--- src/rtl/cpt_pkg.sv ---
// ============================================================================
// cpt_pkg
// Shared types and constants for the path tokenizer: character codes,
// record kinds, error codes and the record layout carried to the output.
// ============================================================================
package cpt_pkg;

    localparam int NAME_LIMIT_DEF   = 32;
    localparam int MAX_SEGMENTS_DEF = 8;

    localparam int CH_W    = 8;
    localparam int TDATA_W = 40;

    localparam logic [CH_W-1:0] CH_END   = 8'd0;
    localparam logic [CH_W-1:0] CH_SLASH = 8'd47;
    localparam logic [CH_W-1:0] CH_ZERO  = 8'd48;
    localparam logic [CH_W-1:0] CH_NINE  = 8'd57;

    localparam logic [15:0] VALUE_MAX = 16'hFFFF;

    localparam logic KIND_SEG = 1'b0;
    localparam logic KIND_END = 1'b1;

    localparam logic [1:0] ERR_NONE      = 2'd0;
    localparam logic [1:0] ERR_EMPTY_SEG = 2'd1;
    localparam logic [1:0] ERR_TOO_LONG  = 2'd2;
    localparam logic [1:0] ERR_TOO_MANY  = 2'd3;

    // Output record FIFO depth; must be a power of two and at least two.
    localparam int FIFO_DEPTH = 4;

    typedef struct packed {
        logic        kind;
        logic [2:0]  seg_number;
        logic [5:0]  seg_length;
        logic        is_numeric;
        logic [15:0] index_value;
        logic        path_ok;
        logic [1:0]  error_code;
        logic [3:0]  seg_count;
        logic        last;
    } rec_t;

    // Records produced by one input byte: count is 0, 1 or 2.
    typedef struct packed {
        logic [1:0] count;
        rec_t       rec0;
        rec_t       rec1;
    } rec_pair_t;

endpackage

--- src/rtl/cpt_parser.sv ---
// ============================================================================
// cpt_parser
// Per-byte path parser. Holds the segment state and, for each accepted
// byte, produces the next state and up to two result records.
// ============================================================================
module cpt_parser
    import cpt_pkg::*;
#(
    parameter int NAME_LIMIT   = NAME_LIMIT_DEF,
    parameter int MAX_SEGMENTS = MAX_SEGMENTS_DEF
) (
    input  logic            aclk,
    input  logic            aresetn,
    input  logic            in_accept,
    input  logic [CH_W-1:0] in_ch,
    output rec_pair_t       out_recs
);

    localparam int LEN_W = $clog2(NAME_LIMIT + 1);
    localparam int CNT_W = $clog2(MAX_SEGMENTS + 1);

    localparam logic [1:0] MODE_START = 2'd0;
    localparam logic [1:0] MODE_PATH  = 2'd1;
    localparam logic [1:0] MODE_ERROR = 2'd2;
    localparam logic [1:0] MODE_EMPTY = 2'd3;

    logic [1:0]       mode_reg,  mode_next;
    logic [LEN_W-1:0] len_reg,   len_next;
    logic             num_reg,   num_next;
    logic [15:0]      val_reg,   val_next;
    logic [CNT_W-1:0] cnt_reg,   cnt_next;
    logic [1:0]       fault_reg, fault_next;

    logic [LEN_W+5:0] len_ext;
    logic [CNT_W+3:0] cnt_ext;
    logic [CNT_W+3:0] cnt_inc_ext;
    logic [CNT_W-1:0] cnt_inc;
    logic [CH_W-1:0]  digit;
    logic [19:0]      val_mul;
    logic             is_digit;
    logic             room;
    rec_t             seg_rec;
    rec_t             end_rec;

    assign len_ext     = {6'b0, len_reg};
    assign cnt_ext     = {4'b0, cnt_reg};
    assign cnt_inc     = cnt_reg + 1'b1;
    assign cnt_inc_ext = {4'b0, cnt_inc};
    assign digit       = in_ch - CH_ZERO;
    assign is_digit    = (in_ch >= CH_ZERO) && (in_ch <= CH_NINE);
    assign val_mul     = ({4'b0, val_reg} << 3) + ({4'b0, val_reg} << 1)
                         + {12'b0, digit};
    assign room        = cnt_reg < CNT_W'(MAX_SEGMENTS);

    always_comb begin
        seg_rec             = '0;
        seg_rec.kind        = KIND_SEG;
        seg_rec.seg_number  = cnt_ext[2:0];
        seg_rec.seg_length  = len_ext[5:0];
        seg_rec.is_numeric  = num_reg;
        seg_rec.index_value = num_reg ? val_reg : 16'd0;

        end_rec      = '0;
        end_rec.kind = KIND_END;
        end_rec.last = 1'b1;
    end

    always_comb begin
        mode_next  = mode_reg;
        len_next   = len_reg;
        num_next   = num_reg;
        val_next   = val_reg;
        cnt_next   = cnt_reg;
        fault_next = fault_reg;
        out_recs   = '0;

        if (in_ch == CH_END) begin
            if (mode_reg == MODE_PATH && len_reg != '0) begin
                if (room) begin
                    out_recs.count             = 2'd2;
                    out_recs.rec0              = seg_rec;
                    out_recs.rec1              = end_rec;
                    out_recs.rec1.path_ok      = 1'b1;
                    out_recs.rec1.seg_count    = cnt_inc_ext[3:0];
                end else begin
                    out_recs.count             = 2'd1;
                    out_recs.rec0              = end_rec;
                    out_recs.rec0.error_code   = ERR_TOO_MANY;
                end
            end else begin
                out_recs.count = 2'd1;
                out_recs.rec0  = end_rec;
                if (mode_reg == MODE_ERROR) begin
                    out_recs.rec0.error_code = fault_reg;
                end else begin
                    out_recs.rec0.path_ok   = 1'b1;
                    out_recs.rec0.seg_count = cnt_ext[3:0];
                end
            end
            // The terminator re-arms the parser for the next path.
            mode_next  = MODE_START;
            len_next   = '0;
            num_next   = 1'b1;
            val_next   = '0;
            cnt_next   = '0;
            fault_next = ERR_NONE;
        end else if (mode_reg == MODE_ERROR) begin
            // Bytes after an error are dropped until the terminator.
        end else if (mode_reg == MODE_EMPTY) begin
            mode_next  = MODE_ERROR;
            fault_next = ERR_EMPTY_SEG;
            len_next   = '0;
            num_next   = 1'b1;
            val_next   = '0;
        end else if (in_ch == CH_SLASH) begin
            if (mode_reg == MODE_START) begin
                mode_next = MODE_PATH;
            end else if (len_reg == '0) begin
                mode_next = MODE_EMPTY;
            end else begin
                if (room) begin
                    out_recs.count     = 2'd1;
                    out_recs.rec0      = seg_rec;
                    out_recs.rec0.last = 1'b1;
                    cnt_next           = cnt_inc;
                end else begin
                    mode_next  = MODE_ERROR;
                    fault_next = ERR_TOO_MANY;
                end
                len_next = '0;
                num_next = 1'b1;
                val_next = '0;
            end
        end else begin
            mode_next = MODE_PATH;
            if (len_reg >= LEN_W'(NAME_LIMIT)) begin
                mode_next  = MODE_ERROR;
                fault_next = ERR_TOO_LONG;
                len_next   = '0;
                num_next   = 1'b1;
                val_next   = '0;
            end else begin
                len_next = len_reg + 1'b1;
                if (num_reg) begin
                    if (!is_digit) begin
                        num_next = 1'b0;
                        val_next = '0;
                    end else if (val_mul > {4'b0, VALUE_MAX}) begin
                        val_next = VALUE_MAX;
                    end else begin
                        val_next = val_mul[15:0];
                    end
                end
            end
        end
    end

    always_ff @(posedge aclk) begin
        if (!aresetn) begin
            mode_reg  <= MODE_START;
            len_reg   <= '0;
            num_reg   <= 1'b1;
            val_reg   <= '0;
            cnt_reg   <= '0;
            fault_reg <= ERR_NONE;
        end else if (in_accept) begin
            mode_reg  <= mode_next;
            len_reg   <= len_next;
            num_reg   <= num_next;
            val_reg   <= val_next;
            cnt_reg   <= cnt_next;
            fault_reg <= fault_next;
        end
    end

endmodule

--- src/rtl/cpt_rec_fifo.sv ---
// ============================================================================
// cpt_rec_fifo
// Small record queue between the parser and the output channel. Takes up
// to two records per cycle while space_ok is high and hands out one per transaction.
// ============================================================================
module cpt_rec_fifo
    import cpt_pkg::*;
(
    input  logic      aclk,
    input  logic      aresetn,
    input  logic      push,
    input  rec_pair_t push_recs,
    output logic      space_ok,
    output logic      out_valid,
    input  logic      out_ready,
    output rec_t      out_rec
);

    localparam int PTR_W = $clog2(FIFO_DEPTH);
    localparam int FILL_W = PTR_W + 1;

    rec_t              mem_reg [FIFO_DEPTH];
    logic [PTR_W-1:0]  wr_ptr_reg, wr_ptr_next;
    logic [PTR_W-1:0]  rd_ptr_reg;
    logic [FILL_W-1:0] fill_reg, fill_next;
    logic [PTR_W-1:0]  wr_ptr_inc;
    logic              pop;
    logic              wr0;
    logic              wr1;

    assign pop        = out_valid && out_ready;
    assign wr0        = push && (push_recs.count != 2'd0);
    assign wr1        = push && (push_recs.count == 2'd2);
    assign wr_ptr_inc = wr_ptr_reg + 1'b1;
    assign out_valid  = fill_reg != '0;
    assign out_rec    = mem_reg[rd_ptr_reg];
    // Room for the two records a single byte can cause.
    assign space_ok   = fill_reg <= FILL_W'(FIFO_DEPTH - 2);

    always_comb begin
        wr_ptr_next = wr_ptr_reg;
        if (wr1) begin
            wr_ptr_next = wr_ptr_reg + 2'd2;
        end else if (wr0) begin
            wr_ptr_next = wr_ptr_inc;
        end
        fill_next = fill_reg + FILL_W'(wr0) + FILL_W'(wr1) - FILL_W'(pop);
    end

    always_ff @(posedge aclk) begin
        if (wr0) begin
            mem_reg[wr_ptr_reg] <= push_recs.rec0;
        end
        if (wr1) begin
            mem_reg[wr_ptr_inc] <= push_recs.rec1;
        end
    end

    always_ff @(posedge aclk) begin
        if (!aresetn) begin
            wr_ptr_reg <= '0;
            rd_ptr_reg <= '0;
            fill_reg   <= '0;
        end else begin
            wr_ptr_reg <= wr_ptr_next;
            fill_reg   <= fill_next;
            if (pop) begin
                rd_ptr_reg <= rd_ptr_reg + 1'b1;
            end
        end
    end

endmodule

--- src/rtl/config_path_tokenizer.sv ---
// Each accepted byte yields zero to two records, written to the record queue.
// Throughput: one path byte per cycle while the queue has room for two records.
// The terminating byte of a path may yield two records, which leave one per transaction;
// the four-entry record queue takes input while at least two entries are free.
// Reset (aresetn low at a clock edge) empties the queue and re-arms the parser
// at the start of a path.
// ============================================================================
// config_path_tokenizer
// Streaming tokenizer for slash-separated paths: reports each segment with
// its length, digit check and decimal value, then an end record.
// ============================================================================
module config_path_tokenizer
    import cpt_pkg::*;
#(
    parameter int NAME_LIMIT   = NAME_LIMIT_DEF,
    parameter int MAX_SEGMENTS = MAX_SEGMENTS_DEF
) (
    input  logic               aclk,
    input  logic               aresetn,

    input  logic               s_axis_tvalid,
    output logic               s_axis_tready,
    input  logic [CH_W-1:0]    s_axis_tdata,   // [7:0] ch

    output logic               m_axis_tvalid,
    input  logic               m_axis_tready,
    // [2:0] seg_number, [8:3] seg_length, [9] is_numeric, [25:10] index_value,
    // [26] path_ok, [28:27] error_code, [32:29] seg_count, [39:33] zero
    output logic [TDATA_W-1:0] m_axis_tdata,
    output logic [0:0]         m_axis_tuser,   // [0] kind
    output logic               m_axis_tlast
);

    logic      in_accept;
    logic      space_ok;
    rec_pair_t recs;
    rec_t      out_rec;

    assign s_axis_tready = space_ok;
    assign in_accept     = s_axis_tvalid && space_ok;

    cpt_parser #(
        .NAME_LIMIT   (NAME_LIMIT),
        .MAX_SEGMENTS (MAX_SEGMENTS)
    ) u_parser (
        .aclk      (aclk),
        .aresetn   (aresetn),
        .in_accept (in_accept),
        .in_ch     (s_axis_tdata),
        .out_recs  (recs)
    );

    cpt_rec_fifo u_fifo (
        .aclk      (aclk),
        .aresetn   (aresetn),
        .push      (in_accept),
        .push_recs (recs),
        .space_ok  (space_ok),
        .out_valid (m_axis_tvalid),
        .out_ready (m_axis_tready),
        .out_rec   (out_rec)
    );

    assign m_axis_tdata = {7'b0, out_rec.seg_count, out_rec.error_code, out_rec.path_ok,
                           out_rec.index_value, out_rec.is_numeric, out_rec.seg_length,
                           out_rec.seg_number};
    assign m_axis_tuser = out_rec.kind;
    assign m_axis_tlast = out_rec.last;

endmodule

--- config.mk ---
export PLATFORM = sky130hd
export DESIGN_NAME = config_path_tokenizer
export DESIGN_NICKNAME = d
export VERILOG_FILES = /design/src/rtl/cpt_pkg.sv /design/src/rtl/cpt_parser.sv /design/src/rtl/cpt_rec_fifo.sv /design/src/rtl/config_path_tokenizer.sv
export SDC_FILE = /design/constraint.sdc
export NUM_CORES = 1
export LEC_CHECK = 0
export BUFFER_PORTS_ARGS = -buffer_cell sky130_fd_sc_hd__buf_2
export CAP_MARGIN = 20
export CELL_PAD_IN_SITES_DETAIL_PLACEMENT = 0
export CELL_PAD_IN_SITES_GLOBAL_PLACEMENT = 2
export CORE_UTILIZATION = 35
export CTS_CLUSTER_DIAMETER = 120
export DETAILED_ROUTE_END_ITERATION = 16
export PLACE_DENSITY_LB_ADDON = 0.1
export SLEW_MARGIN = 20
export SYNTH_ARGS = -nofsm -noshare
export SYNTH_HDL_FRONTEND = slang
export SYNTH_SLANG_ARGS = --single-unit
--- constraint.sdc ---
create_clock -name aclk -period 10.6 [get_ports aclk]
set_input_delay 1.06 -clock aclk [delete_from_list [all_inputs] [get_ports aclk]]
set_output_delay 1.06 -clock aclk [all_outputs]
set_load 0.01 [all_outputs]
==> results.toml <==
[cts]
cts-root-buf = "clkbuf_16"
htreeDepth = 4
clock_latency_ns = 0.43
cts_tree = "yes"
cts_made_buffers = 17
cts_setup_buffers = 0
post_cts_resized = 0
cts_sinks = 180
cts_buffer_depth = 2
cts.clk_slew.worst_paths_ns = 0.08
cts-hold-fix-buffers = 0

[die]
top_level_ports = 56
core_area_um2 = 25400
initial_core_util = 0.3608
num_rows = 58
fp.dieW_um = 163.8
die_y_um = 163.8
die_area_um2 = 26840

[sta]
tightestPinTransition_ns = 1.122
rsz0062_at_grt = "false"
min_period_ns = 4.359
final_max_slew_viol_count = 0
skew_ns = 0.01708
hold_ws_ns = 0.4526
fmax_ghz = 0.2294
tns_ns = 0
setup_viol = 0
slew_headroom = 0.2520
fin_crit_sh = 0.4113
hold_violations = 0

[finish]
final_common_cell = "dfxtp_1"
syn2layout_area_growth_pct = 10.53
mostFrequentLayoutCells = "dfxtp_1, nand2_1, a32o_1"
nets = 955
largest_reg_flops = 140
drive_gt1_frac = 0.1621
antennaDiodeCount = 0
fill_cells = 2525

[yosys]
ys_types = 63
synth_area_per_cell_um2 = 10.30
synth_area_leaders = "dfxtp_1, edfxtp_1, mux4_2, a32o_1, ha_1"
synth_xor_area_frac = 0.01816
ys_warn_count = 0
netlist_area_um2 = 9165
synthMuxAreaShare = 0.08928
synthArstFlopShare = 0
synth_edf_count = 28
synth-seq-cells = 180
syn_inst = 890
synthSimpleGateAreaFrac = 0.1319
synth-main-ff-cell = "dfxtp_1"
synth_top_family_by_area = "compound AO/OA/AOI/OAI gates"
synth_top_cell_by_area = "dfxtp_1"
synth_top_area_frac = 0.3320
synth_compound_area_frac = 0.2007
yosysSeqAreaShare = 0.4238
synth-adder-area-share = 0.07345

[place]
hpwlAfterDp_mm = 16.83
port_buffers = 48
place.gp.congestion = 0.7978

[power_and_ir_drop]
p_sw_w = 0.0004538
p_leak_nw = 3.885
peakVddDrop_uv = 100.3
p_sw_frac = 0.2835
power.share.sequential = 0.458
clkPwrFrac = 0.399
p_comb_frac = 0.143
p_int_w = 0.001147
powerDensity_nw_per_um2 = 158.0

[global_route]
grt_max_degree = 69
grt_usage = 0.2020
grt-ovfl-total = 0
antenna_found_initial = 0
grt_first_pass_wirelength_mm = 40.85
grt_pass1_vias = 7097

[route]
wl_per_cell_um = 20.99
drt_iter0_drc = 680
firstDrtPassIters = 5
vias = 7174
wl_met2_mm = 12.10
wirelength_met1_mm = 12.24
wl_met3_mm = 1.209
routed_wl_mm = 25.97
top_layer_used = "met4"
antenna_left = 0
viasPerCell = 5.800
drc_errors = 0

[flow_run]
cap_viol_max_count = 0

[critical_path]
crit_required_ns = 10.92
slowest_stage = "mux2i_2"
cpMostUsedCell = "inv_1"
cp-start-kind = "input port"
crit_type = "input port to flip-flop"
cpPeakStageDelay_ns = 0.70
path_cells = "buf_2, inv_1, ha_1, inv_1, fa_1, inv_1, ha_1, o21a_1, o31a_1, o21ai_0, o311ai_1, mux2i_2, nand3_1, o311a_1"
cp-end-kind = "flip-flop"
cp.arrival_ns = 4.68
crit_fanout = 15

[run_status]
outcome = "finished clean"

[hold_path]
min_path_type = "flip-flop to flip-flop"
area by class of cell:
| class | instances | area, um^2 | share of cell area |
|---|---|---|---|
| clock inverters | 12 | 130.1 | 0.01285 |
| well taps | 330 | 412.9 | 0.04076 |
| repair buffers | 59 | 322.8 | 0.03187 |
| inverters | 41 | 153.9 | 0.01519 |
| multi-input cells | 595 | 4756 | 0.4695 |
| clock buffers | 20 | 467.9 | 0.04620 |
| flip-flops and latches | 180 | 3886 | 0.3836 |
cells in the mapped netlist, drive strengths merged, types with 4 or more instances:
library cell / count
nand3: 41
a21oi: 64
xor2: 9
nand4: 18
nor3: 9
ha: 41
nand4b: 5
edfxtp: 28
a21boi: 6
o22ai: 13
nor2: 23
inv: 41
mux4: 35
a21o: 7
a32o: 69
o21ai: 27
fa: 8
and2: 13
buf: 50
clkbuf: 30
nor2b: 9
o31ai: 7
nand2b: 8
xnor2: 10
nand2: 83
dfxtp: 152
a22o: 22
o211ai: 9
o21a: 4
and3: 10
logic make-up (layout without fill, tap and decap cells):
| logic type | count (synthesis) | in the layout |
|---|---|---|
| AOI/OAI and AO/OA | 246 | 246 |
| and+or+nand+nor | 236 | 236 |
| DFF | 180 | 180 |
| buffers and inverters | 121 | 132 |
| adders and majority gates | 49 | 49 |
| muxes | 38 | 38 |
| xor gates and xnor gates | 19 | 19 |
| other | 1 | 7 |
critical path, delay by kind of cell:
| kind | cells | cell delay (ns) |
|---|---|---|
| muxes | 1 | 0.70 |
| and+or+nand+nor | 1 | 0.22 |
| AOI/OAI and AO/OA | 5 | 1.31 |
| buffers and inverters | 4 | 0.29 |
| adders and majority gates | 3 | 1.08 |
power groups by stage:
stage          registers, W  logic, W  clock network, W
6_report           0.000732  0.000229          0.000639
5_1_grt            0.000735  0.000254          0.000684
4_1_cts            0.000733  0.000235          0.000654
3_5_place_dp       0.000748  0.000234                 0
3_3_place_gp       0.000748  0.000228                 0
2_1_floorplan      0.000730  0.000186                 0
path summary, 6_finish.rpt:
check | depth (start not counted) | start | slack (ns) | end
max reg2reg | 11 | u_parser.val_reg[1] | 6.56 | u_parser.val_reg[14]
min reg2reg | 2 | u_fifo.mem_reg[0][32] | 0.45 | u_fifo.mem_reg[0][32]
min | 2 | u_fifo.mem_reg[0][32] | 0.45 | u_fifo.mem_reg[0][32]
max | 14 | s_axis_tdata[4] | 6.24 | u_parser.val_reg[14]
layer usage:
| layer | up-vias | GRT usage |
|---|---|---|
| met5 | - | 0 |
| met4 | 0 | 0.06818 |
| met3 | 31 | 0.02702 |
| met2 | 203 | 0.3224 |
| met1 | 3576 | 0.2800 |
| li1 | 3364 | - |
stage by stage:
stage | worst slack, ns | utilization | instances | total power (W) | instance area [um^2]
after detailed placement | 5.606 | 0.3751 | 1205 | 0.0009820 | 9527
after floorplan | 6.517 | - | 896 | 0.0009161 | 9188
after CTS | 6.040 | 0.3986 | 1237 | 0.001622 | 10120
after global routing | 5.944 | 0.3988 | 1237 | 0.001673 | 10130
after global placement | 5.657 | 0.3751 | 1205 | 0.0009762 | 9527
final | 6.241 | 0.3988 | 1237 | 0.001601 | 10130
Power figures use the tool's default switching activity.
